## src/hdl/cmdf_pkg.sv

```systemverilog
// Shared types and constants for the dual-mode command framer.
// No dependencies; imported by every module of the framer.
package cmdf_pkg;

	localparam int BUFFER_DEPTH = 256;
	localparam int BANK_SIZE = 256;
	localparam int BANK_AW = $clog2(BANK_SIZE);
	localparam int RAM_AW = BANK_AW + 1;
	localparam int CNT_W = 9;

	localparam logic [CNT_W-1:0] DEPTH_LIMIT = CNT_W'(BUFFER_DEPTH);
	localparam logic [7:0] INITIAL_LENGTH = 8'd10;
	localparam logic [CNT_W-1:0] LENGTH_BYTE_POS = CNT_W'(4);

	localparam logic [7:0] MARKER_RESET = 8'd120;
	localparam logic [7:0] TERM_RESET = 8'd10;
	localparam logic [7:0] OFFSET_RESET = 8'd8;

	typedef enum logic [1:0] {
		REG_LENGTH_MARKER = 2'd0,
		REG_TERMINATOR = 2'd1,
		REG_LENGTH_OFFSET = 2'd2
	} cfg_reg_t;

	typedef enum logic {
		CMD_RECEIVE = 1'b0,
		CMD_READ = 1'b1
	} cmd_t;

	typedef struct packed {
		logic wr_en;
		logic [RAM_AW-1:0] wr_addr;
		logic [7:0] wr_data;
		logic rd_en;
		logic [RAM_AW-1:0] rd_addr;
	} ram_req_t;

	typedef struct packed {
		logic rd_ok;
		logic done;
		logic ready;
		logic [CNT_W-1:0] length;
		logic mode;
		logic ovf;
	} result_t;

endpackage

```

## src/hdl/cmdf_bank_ram.sv

```systemverilog
// Two-bank frame buffer: one write port, one read port, registered read data.
// Depends on cmdf_pkg for address width and request type.
module cmdf_bank_ram (
	input logic clk,
	input cmdf_pkg::ram_req_t req,
	output logic [7:0] rd_data
);
	import cmdf_pkg::*;

	logic [7:0] mem [2*BANK_SIZE];

	always_ff @(posedge clk) begin
		if (req.wr_en) begin
			mem[req.wr_addr] <= req.wr_data;
		end
		if (req.rd_en) begin
			rd_data <= mem[req.rd_addr];
		end
	end

endmodule

```

## src/hdl/cmdf_ctrl.sv

```systemverilog
// Framing control: configuration registers, byte count, mode, bank select
// and ready flag; issues buffer requests. Depends on cmdf_pkg.
module cmdf_ctrl (
	input logic clk,
	input logic arst_n,
	input logic cfg_we,
	input logic [1:0] cfg_index,
	input logic [7:0] cfg_data,
	input logic accept,
	input logic command,
	input logic [7:0] rx_byte,
	input logic [7:0] read_index,
	input logic release_req,
	output cmdf_pkg::ram_req_t ram_req,
	output cmdf_pkg::result_t result
);
	import cmdf_pkg::*;

	logic [7:0] marker_q, term_q, offset_q;
	logic [CNT_W-1:0] count_q;
	logic [7:0] expected_q;
	logic lmode_q, bank_q, ready_q;
	logic [CNT_W-1:0] ready_len_q;

	logic [CNT_W-1:0] count_d, count_inc;
	logic [7:0] expected_d;
	logic lmode_d, bank_d, ready_d;
	logic [CNT_W-1:0] ready_len_d;
	logic is_first, is_marker, cur_mode, full, store, complete;

	always_comb begin
		is_first = (count_q == '0);
		is_marker = (rx_byte == marker_q);
		cur_mode = is_first ? is_marker : lmode_q;
		full = (count_q >= DEPTH_LIMIT);
		count_inc = CNT_W'(count_q + CNT_W'(1));

		count_d = count_q;
		expected_d = expected_q;
		lmode_d = lmode_q;
		bank_d = bank_q;
		ready_d = ready_q;
		ready_len_d = ready_len_q;
		store = 1'b0;
		complete = 1'b0;

		result = '0;
		result.mode = lmode_q;

		if (command == CMD_RECEIVE) begin
			result.mode = cur_mode;
			lmode_d = cur_mode;
			if (is_first && is_marker) begin
				expected_d = INITIAL_LENGTH;
			end
			if (cur_mode) begin
				if (full) begin
					result.ovf = 1'b1;
					count_d = '0;
					lmode_d = 1'b0;
				end else begin
					store = 1'b1;
					count_d = count_inc;
					if (count_inc == LENGTH_BYTE_POS) begin
						expected_d = 8'(rx_byte + offset_q);
					end
					if (count_inc == {1'b0, expected_d}) begin
						complete = 1'b1;
					end
				end
			end else if (rx_byte == term_q) begin
				complete = 1'b1;
			end else if (full) begin
				result.ovf = 1'b1;
				count_d = '0;
				lmode_d = 1'b0;
			end else begin
				store = 1'b1;
				count_d = count_inc;
			end
			if (complete) begin
				ready_len_d = count_d;
				bank_d = ~bank_q;
				ready_d = 1'b1;
				count_d = '0;
				lmode_d = 1'b0;
			end
			result.done = complete;
		end else begin
			result.rd_ok = ready_q && ({1'b0, read_index} < ready_len_q);
			if (release_req) begin
				ready_d = 1'b0;
			end
		end
		result.ready = ready_d;
		result.length = ready_len_d;

		ram_req.wr_en = accept && store;
		ram_req.wr_addr = {bank_q, count_q[BANK_AW-1:0]};
		ram_req.wr_data = rx_byte;
		ram_req.rd_en = accept && (command == CMD_READ);
		ram_req.rd_addr = {~bank_q, read_index[BANK_AW-1:0]};
	end

	always_ff @(posedge clk or negedge arst_n) begin
		if (!arst_n) begin
			marker_q <= MARKER_RESET;
			term_q <= TERM_RESET;
			offset_q <= OFFSET_RESET;
			count_q <= '0;
			expected_q <= '0;
			lmode_q <= 1'b0;
			bank_q <= 1'b0;
			ready_q <= 1'b0;
			ready_len_q <= '0;
		end else begin
			if (cfg_we) begin
				case (cfg_index)
					REG_LENGTH_MARKER: marker_q <= cfg_data;
					REG_TERMINATOR: term_q <= cfg_data;
					REG_LENGTH_OFFSET: offset_q <= cfg_data;
					default: ;
				endcase
			end
			if (accept) begin
				count_q <= count_d;
				expected_q <= expected_d;
				lmode_q <= lmode_d;
				bank_q <= bank_d;
				ready_q <= ready_d;
				ready_len_q <= ready_len_d;
			end
		end
	end

endmodule

```

## src/hdl/dual_mode_command_framer.sv

```systemverilog
// Dual-mode command framer top level: control, frame buffer and output stages.
// Each accepted request passes the first stage register and then the output
// register before its result is valid; a stalled output holds both stages.
// Throughput: one request per cycle while in_stall is low; the buffer RAM takes
// one write or one read per request; its registered read port sets the extra stage.
// Reset (arst_n low) clears counts, mode, bank select, ready flag and
// configuration registers to their defaults; buffer contents are not cleared.
module dual_mode_command_framer (
	input logic clk,
	input logic arst_n,
	input logic cfg_valid,
	output logic cfg_ready,
	input logic [1:0] cfg_index,
	input logic [7:0] cfg_data,
	input logic in_valid,
	output logic in_stall,
	input logic command,
	input logic [7:0] rx_byte,
	input logic [7:0] read_index,
	input logic release_req,
	output logic out_valid,
	input logic out_stall,
	output logic [7:0] read_data,
	output logic frame_done,
	output logic frame_ready,
	output logic [8:0] frame_length,
	output logic frame_mode,
	output logic overflow
);
	import cmdf_pkg::*;

	ram_req_t ram_req;
	result_t result;
	result_t res_s1;
	logic valid_s1;
	logic [7:0] ram_rdata;
	logic accept, advance;

	assign cfg_ready = 1'b1;
	assign advance = valid_s1 && (!out_valid || !out_stall);
	assign in_stall = valid_s1 && !advance;
	assign accept = in_valid && !in_stall;

	cmdf_ctrl u_ctrl (
		.clk(clk),
		.arst_n(arst_n),
		.cfg_we(cfg_valid && cfg_ready),
		.cfg_index(cfg_index),
		.cfg_data(cfg_data),
		.accept(accept),
		.command(command),
		.rx_byte(rx_byte),
		.read_index(read_index),
		.release_req(release_req),
		.ram_req(ram_req),
		.result(result)
	);

	cmdf_bank_ram u_ram (
		.clk(clk),
		.req(ram_req),
		.rd_data(ram_rdata)
	);

	// The RAM read register only loads on an accepted read, so it holds
	// while the first stage is stalled.
	always_ff @(posedge clk or negedge arst_n) begin
		if (!arst_n) begin
			valid_s1 <= 1'b0;
			out_valid <= 1'b0;
		end else begin
			if (accept) begin
				valid_s1 <= 1'b1;
			end else if (advance) begin
				valid_s1 <= 1'b0;
			end
			if (advance) begin
				out_valid <= 1'b1;
			end else if (!out_stall) begin
				out_valid <= 1'b0;
			end
		end
	end

	always_ff @(posedge clk) begin
		if (accept) begin
			res_s1 <= result;
		end
		if (advance) begin
			read_data <= res_s1.rd_ok ? ram_rdata : 8'd0;
			frame_done <= res_s1.done;
			frame_ready <= res_s1.ready;
			frame_length <= res_s1.length;
			frame_mode <= res_s1.mode;
			overflow <= res_s1.ovf;
		end
	end

endmodule

```

## config.mk

```make
export PLATFORM = sky130hd
export DESIGN_NAME = dual_mode_command_framer
export DESIGN_NICKNAME = d
export VERILOG_FILES = /design/src/hdl/cmdf_pkg.sv /design/src/hdl/cmdf_bank_ram.sv /design/src/hdl/cmdf_ctrl.sv /design/src/hdl/dual_mode_command_framer.sv
export SDC_FILE = /design/constraint.sdc
export NUM_CORES = 2
export LEC_CHECK = 0
export BUFFER_PORTS_ARGS = -buffer_cell sky130_fd_sc_hd__buf_2
export CELL_PAD_IN_SITES_DETAIL_PLACEMENT = 0
export CELL_PAD_IN_SITES_GLOBAL_PLACEMENT = 1
export CORE_MARGIN = 4
export CORE_UTILIZATION = 51
export CTS_CLUSTER_DIAMETER = 60
export DETAILED_ROUTE_END_ITERATION = 6
export GPL_TIMING_DRIVEN = 0
export PLACE_DENSITY_LB_ADDON = 0.2
export SLEW_MARGIN = 20
export SYNTH_ARGS = -nofsm -noshare
export SYNTH_HDL_FRONTEND = slang
export SYNTH_SLANG_ARGS = --single-unit
```

## constraint.sdc

```tcl
create_clock -name clk -period 4.2 [get_ports clk]
set_input_delay 0.21 -clock clk [delete_from_list [all_inputs] [get_ports clk]]
set_output_delay 0.21 -clock clk [all_outputs]
set_load 0.02 [all_outputs]
```

Yosys cells after proc, flatten, opt, wreduce, memory -nomap -nowiden
Memories as Yosys holds them, arrays and structs flattened. A register that Yosys moved wholly into a read port is not among the register bits.
Index checks and enable logic that the tools add are counted.
- add/subtract/negate cells: 2
- $lt $le $gt $ge: 2
- equal/unequal tests: 7
- mux-type cells: 38
- bitwise gates (word level): 2
- reduce and logical (&&, ||, !) cells: 20
- operators with widths (operator ; number):
    8-bit 2-to-1 mux ; 7
    9-bit 2-to-1 mux ; 6
    1-bit 2-to-1 mux ; 24
    8-bit equality test ; 2
    9-bit by 1-bit adder with 9-bit output, second input constant ; 1
    9-bit by 3-bit equality test with 1-bit output, second input constant ; 1
    9-bit by 8-bit equality test with 1-bit output ; 1
    9-bit greater-or-equal comparator, second input constant ; 1
    9-bit logical NOT ; 1
    8-bit by 9-bit less-than comparator with 1-bit output ; 1
    8-bit adder ; 1
    2-bit AND reduction ; 4
    1-bit logical AND ; 7
    1-bit logical NOT ; 4
    3-bit AND reduction ; 1
    2-bit by 1-bit equality test with 1-bit output, second input constant ; 1
    2-bit equality test, second input constant ; 1
    2-bit logical NOT ; 1
    2-bit 2-to-1 mux ; 1
    2-bit by 1-bit != test with 1-bit output, second input constant ; 1
    1-bit inverter ; 2
    2-bit nonzero test ; 1
    1-bit logical OR ; 1
- bits in registers: 90
- bits in writable memories: 4096
- input bits: 33
- word-level logic and storage cells: 95
- memories: 1
- memory list (name ; words ; bits a word ; read ports ; clocked after memory_dff ; write ports ; RTL line ; text):
    u_ram.mem ; 512 ; 8 ; 1 ; 1 ; 1 ; cmdf_bank_ram.sv:10 ; logic [7:0] mem [2*BANK_SIZE];

Logic depth before layout (Yosys ltp)
- word-level depth: 14
- gate-level depth with buffers: 15
- gate-level depth less buffers: 11

By module
A second synthesis with hierarchy kept.
- cell total of the unflattened synthesis: 8477
- area total of the unflattened synthesis: 165007.0 um^2
- by module, submodules not included (module ; instances ; cells an instance ; area an instance (um^2)):
    cmdf_bank_ram ; 1 ; 8030 ; 160007.2
    cmdf_ctrl ; 1 ; 394 ; 3794.9
    dual_mode_command_framer ; 1 ; 53 ; 1204.9

Worst setup path after synthesis
OpenSTA, ideal clock, no wires.
- path type: reg-to-reg
- start: register u_ctrl.count_q[0]
- end: memory u_ram.mem[320][0] (enable)
- library setup time: 0.398 ns
- arrival: 3.633 ns
- data required time: 3.802 ns
- setup slack: 0.169 ns
- cell stages (with the launch flop): 13
- cells stage by stage: dfrtp_1 buf_2 inv_1 ha_1 nor4b_1 nand4_1 nor4_2 buf_2 nor3_1 or2_2 clkbuf_1 clkbuf_1 nor4b_1
- word-level cells in the longest chain between the ends: 8
- RTL lines (what ; RTL line ; text):
    start, declared ; cmdf_ctrl.sv:20 ; logic [CNT_W-1:0] count_q;
    start signal, assigned ; cmdf_ctrl.sv:126 ; count_q <= count_d;
    9-bit greater-or-equal comparator ; cmdf_ctrl.sv:35 ; full = (count_q >= DEPTH_LIMIT);
    1-bit 2-to-1 mux ; cmdf_ctrl.sv:57, cmdf_ctrl.sv:73 ;
    1-bit 2-to-1 mux ; cmdf_ctrl.sv:71 ; end else if (rx_byte == term_q) begin
    1-bit 2-to-1 mux ; cmdf_ctrl.sv:56 ; if (cur_mode) begin
    1-bit 2-to-1 mux ; cmdf_ctrl.sv:50 ; if (command == CMD_RECEIVE) begin
    1-bit logical AND ; cmdf_ctrl.sv:98 ; ram_req.wr_en = accept && store;
    1-bit 2-to-1 mux ; cmdf_bank_ram.sv:13 ; if (req.wr_en) begin
    1-bit 2-to-1 mux (not written as such) ; cmdf_bank_ram.sv:14 ; mem[req.wr_addr] <= req.wr_data;
    end, declared ; cmdf_bank_ram.sv:10 ;
Parallel ways exist; a longest one is shown, timed or not.

==> impl_metrics.json <==
{
  "drc": 0,
  "dieWidth_um": 573.1,
  "drt_iter0_markers": 11290,
  "worst_slew_pin_slew_ns": 1.264,
  "clock_latency_ns": 0.99,
  "grt_util_all_layers_pct": 28.93,
  "p_per_area_mw_per_mm2": 483.3,
  "period_share_pct": 103.8,
  "syn_area_per_cell_um2": 23.40,
  "finalHoldViolCount": 0,
  "drive_above_1_share_pct": 37.80,
  "syn_to_final_growth_pct": 17.01,
  "hold_class": "in -> reg",
  "setup_tns_ns": -1.218,
  "synth_seq_cells": 4194,
  "viasPerCell": 6.613,
  "dr.pass1.iters": 6,
  "grt_max_degree": 137,
  "cts_sinks": 4194,
  "synth_area_mm2": 0.1629,
  "synth_most_common_cell": "edfxtp_1",
  "antenna_found_initial": 24,
  "synth-edff-count": 4139,
  "cts_buffers": 429,
  "min_period_ns": 4.359,
  "critPathArrivalTime_ns": 4.98,
  "final.setup.worst_slack_ns": -0.1591,
  "cap_violations": 0,
  "synthTopCellsByCount": "edfxtp_1, mux4_2, nor2_1",
  "coreArea_mm2": 0.3181,
  "ys_types": 72,
  "finalMaxSlewViolations": 0,
  "ios": 57,
  "synthesis.nets": 7014,
  "rsz0062_at_grt": "yes",
  "synthCells": 6961,
  "synth_top_area_share_pct": 76.31,
  "ir_drop_mv": 0.3586,
  "die_area_mm2": 0.3285,
  "vias": 80880,
  "clock_path_buffers": 4,
  "startpoint_type": "primary input",
  "grt_pass1_vias": 80070,
  "wl_um": 477800,
  "crit_required_ns": 4.82,
  "path_max_fanout": 10,
  "fin_skew_ns": 0.05488,
  "wl_per_cell_um": 39.07,
  "fp.dieH_um": 573.1,
  "root_buffer": "clkbuf_16",
  "cp-end-kind": "register",
  "fin_nets": 7736,
  "synth_top_area_cell": "edfxtp_1",
  "rows": 207,
  "postRouteAntennaNets": 0,
  "fmax_ghz": 0.2294,
  "async_flop_share_pct": 1.311,
  "overflow": 0,
  "total_power_mw": 92.10,
  "status": "finished, violations left",
  "ys_seq_area_share_pct": 77.16,
  "cts_tree": "yes",
  "synth_area_leaders": "edfxtp_1, mux4_2, nor2_1",
  "grt_first_pass_wirelength_um": 657000,
  "io_buffer_count": 54,
  "setup-violations-final": 33,
  "start_util_pct": 51.21,
  "htree_levels": 5,
  "violations": "setup timing",
  "ys_dominant_reg_cell": "edfxtp_1",
  "clkTransAtPathRegs_ns": 0.06,
  "p_leak_nw": 58.54,
  "slew-limit-headroom_pct": 15.75,
  "path_class": "in -> reg",
  "gp_congestion": 0.8859,
  "hpwl_um": 317900,
  "yosys_warnings": 0
}
-- stage by stage --
stage | util (%) | cells | hold slack (ns) | area, µm² | setup slack (ns)
detailed placement | 53.82 | 11300 | 0.3213 | 171200 | -3.349
CTS | 59.66 | 12200 | 0.0002437 | 189700 | -0.5875
finish | 59.92 | 12230 | 0.03541 | 190600 | -0.1591
global route | 59.92 | 12230 | 0.04875 | 190600 | -0.1251
floorplan | - | 6961 | -0.08559 | 162900 | 0.1688
global placement | 52.94 | 11200 | 0.4063 | 168400 | -10.69
-- worst paths after layout --
| path | from | to | slack, ns | cells after the start |
|---|---|---|---|---|
| hold reg to reg | res_s1[7]$_DFFE_PP_ | frame_length[5]$_DFFE_PP_ | 0.41 | 0 |
| min in group asynchronous | arst_n | u_ctrl.offset_q[3]$_DFFE_PN1P_ | 0.42 | 3 |
| max in group asynchronous | arst_n | u_ctrl.count_q[1]$_DFFE_PN0P_ | 3.48 | 4 |
| setup reg to reg | u_ctrl.count_q[2]$_DFFE_PN0P_ | u_ram.mem[411][5]$_DFFE_PP_ | -0.04 | 7 |
| setup / recovery | read_index[1] | u_ram.rd_data[6]$_DFFE_PP_ | -0.16 | 10 |
| hold / removal | rx_byte[6] | u_ram.mem[462][6]$_DFFE_PP_ | 0.04 | 4 |
-- timing repair --
item | in CTS | in global routing
endpoints found under the setup margin | 4141 | 4118
cloned | 2 | 2
hold buffers | 73 | 8
gates resized for setup | 853 | 218
pin swaps | 35 | 15
buffers inserted | 37 | 16
hold endpoints to repair | 868 | 171
-- worst max-delay path, cell delays in order --
cell      delay, ns
buf_2          0.13
clkbuf_1       0.47
clkbuf_1       0.82
buf_1          0.90
mux4_2         0.43
mux4_2         0.47
mux4_2         0.50
mux2_2         0.35
o22ai_1        0.50
a31oi_1        0.15
-- kinds of logic (layout without fill, tap and decap cells) --
logic type                 count (synthesis)  count (layout)  synth area share (%)
DFF                                     4194            4194                 77.16
muxes                                   1402            1402                 18.98
and+or+nand+nor                          735             735                 1.894
buffers and inverters                    450            1532                 1.077
AOI/OAI and AO/OA                        125             125                0.5439
xor gates and xnor gates                  34              34                0.1828
adders and majority gates                 20              20                0.1583
other                                      1               7              0.002302
-- layer usage --
| metal | routed length (µm) | track usage [%] | vias to the layer above |
|---|---|---|---|
| li1 | - | - | 31220 |
| met1 | 181700 | 41.11 | 44230 |
| met2 | 223000 | 44.00 | 4638 |
| met3 | 52380 | 7.473 | 786 |
| met4 | 20700 | 10.48 | 8 |
| met5 | 48 | 0 | - |
-- state kept, by name, summed over array words and instances (netlist names), 8 cells and up --
name and cells:
u_ctrl.expected_q 8, u_ram.rd_data 8, read_data 8, u_ram.mem 4096, u_ctrl.ready_len_q 9, u_ctrl.offset_q 8, u_ctrl.count_q 9, frame_length 9
u_ctrl.marker_q 8, res_s1 14, u_ctrl.term_q 8
-- layout make-up --
class | count | area [µm²]
fillers | 21900 | 127500
flip-flops and latches | 4194 | 125700
multi-input cells | 2317 | 38540
clock buffers | 541 | 11350
well taps | 4180 | 5230
repair buffers | 295 | 5090
clock inverters | 250 | 2360
plain buffers | 424 | 2227
inverters | 22 | 82.58
diodes | 6 | 15.01
-- power by group --
part | switching [mW] | internal [mW]
sequential | 0.111 | 46.2
combinational | 5.72 | 2.70
clock | 16.2 | 21.2
total | 22.0 | 70.1
-- cell usage in the layout (no fill, tap or decap), drive strengths merged, types with 11 or more instances in the layout --
master	count
a21o	12
a21oi	20
and2	15
buf	349
bufinv	33
clkbuf	860
clkinv	179
clkinvlp	17
dfrtp	48
dlygate4sd3	47
edfxtp	4139
ha	19
inv	43
mux2	50
mux4	1344
nand2	70
nand3	43
nor2	531
nor2b	11
nor3	11
o21ai	20
xnor2	21
xor2	13
No activity file was read; power rests on OpenSTA's default activity.
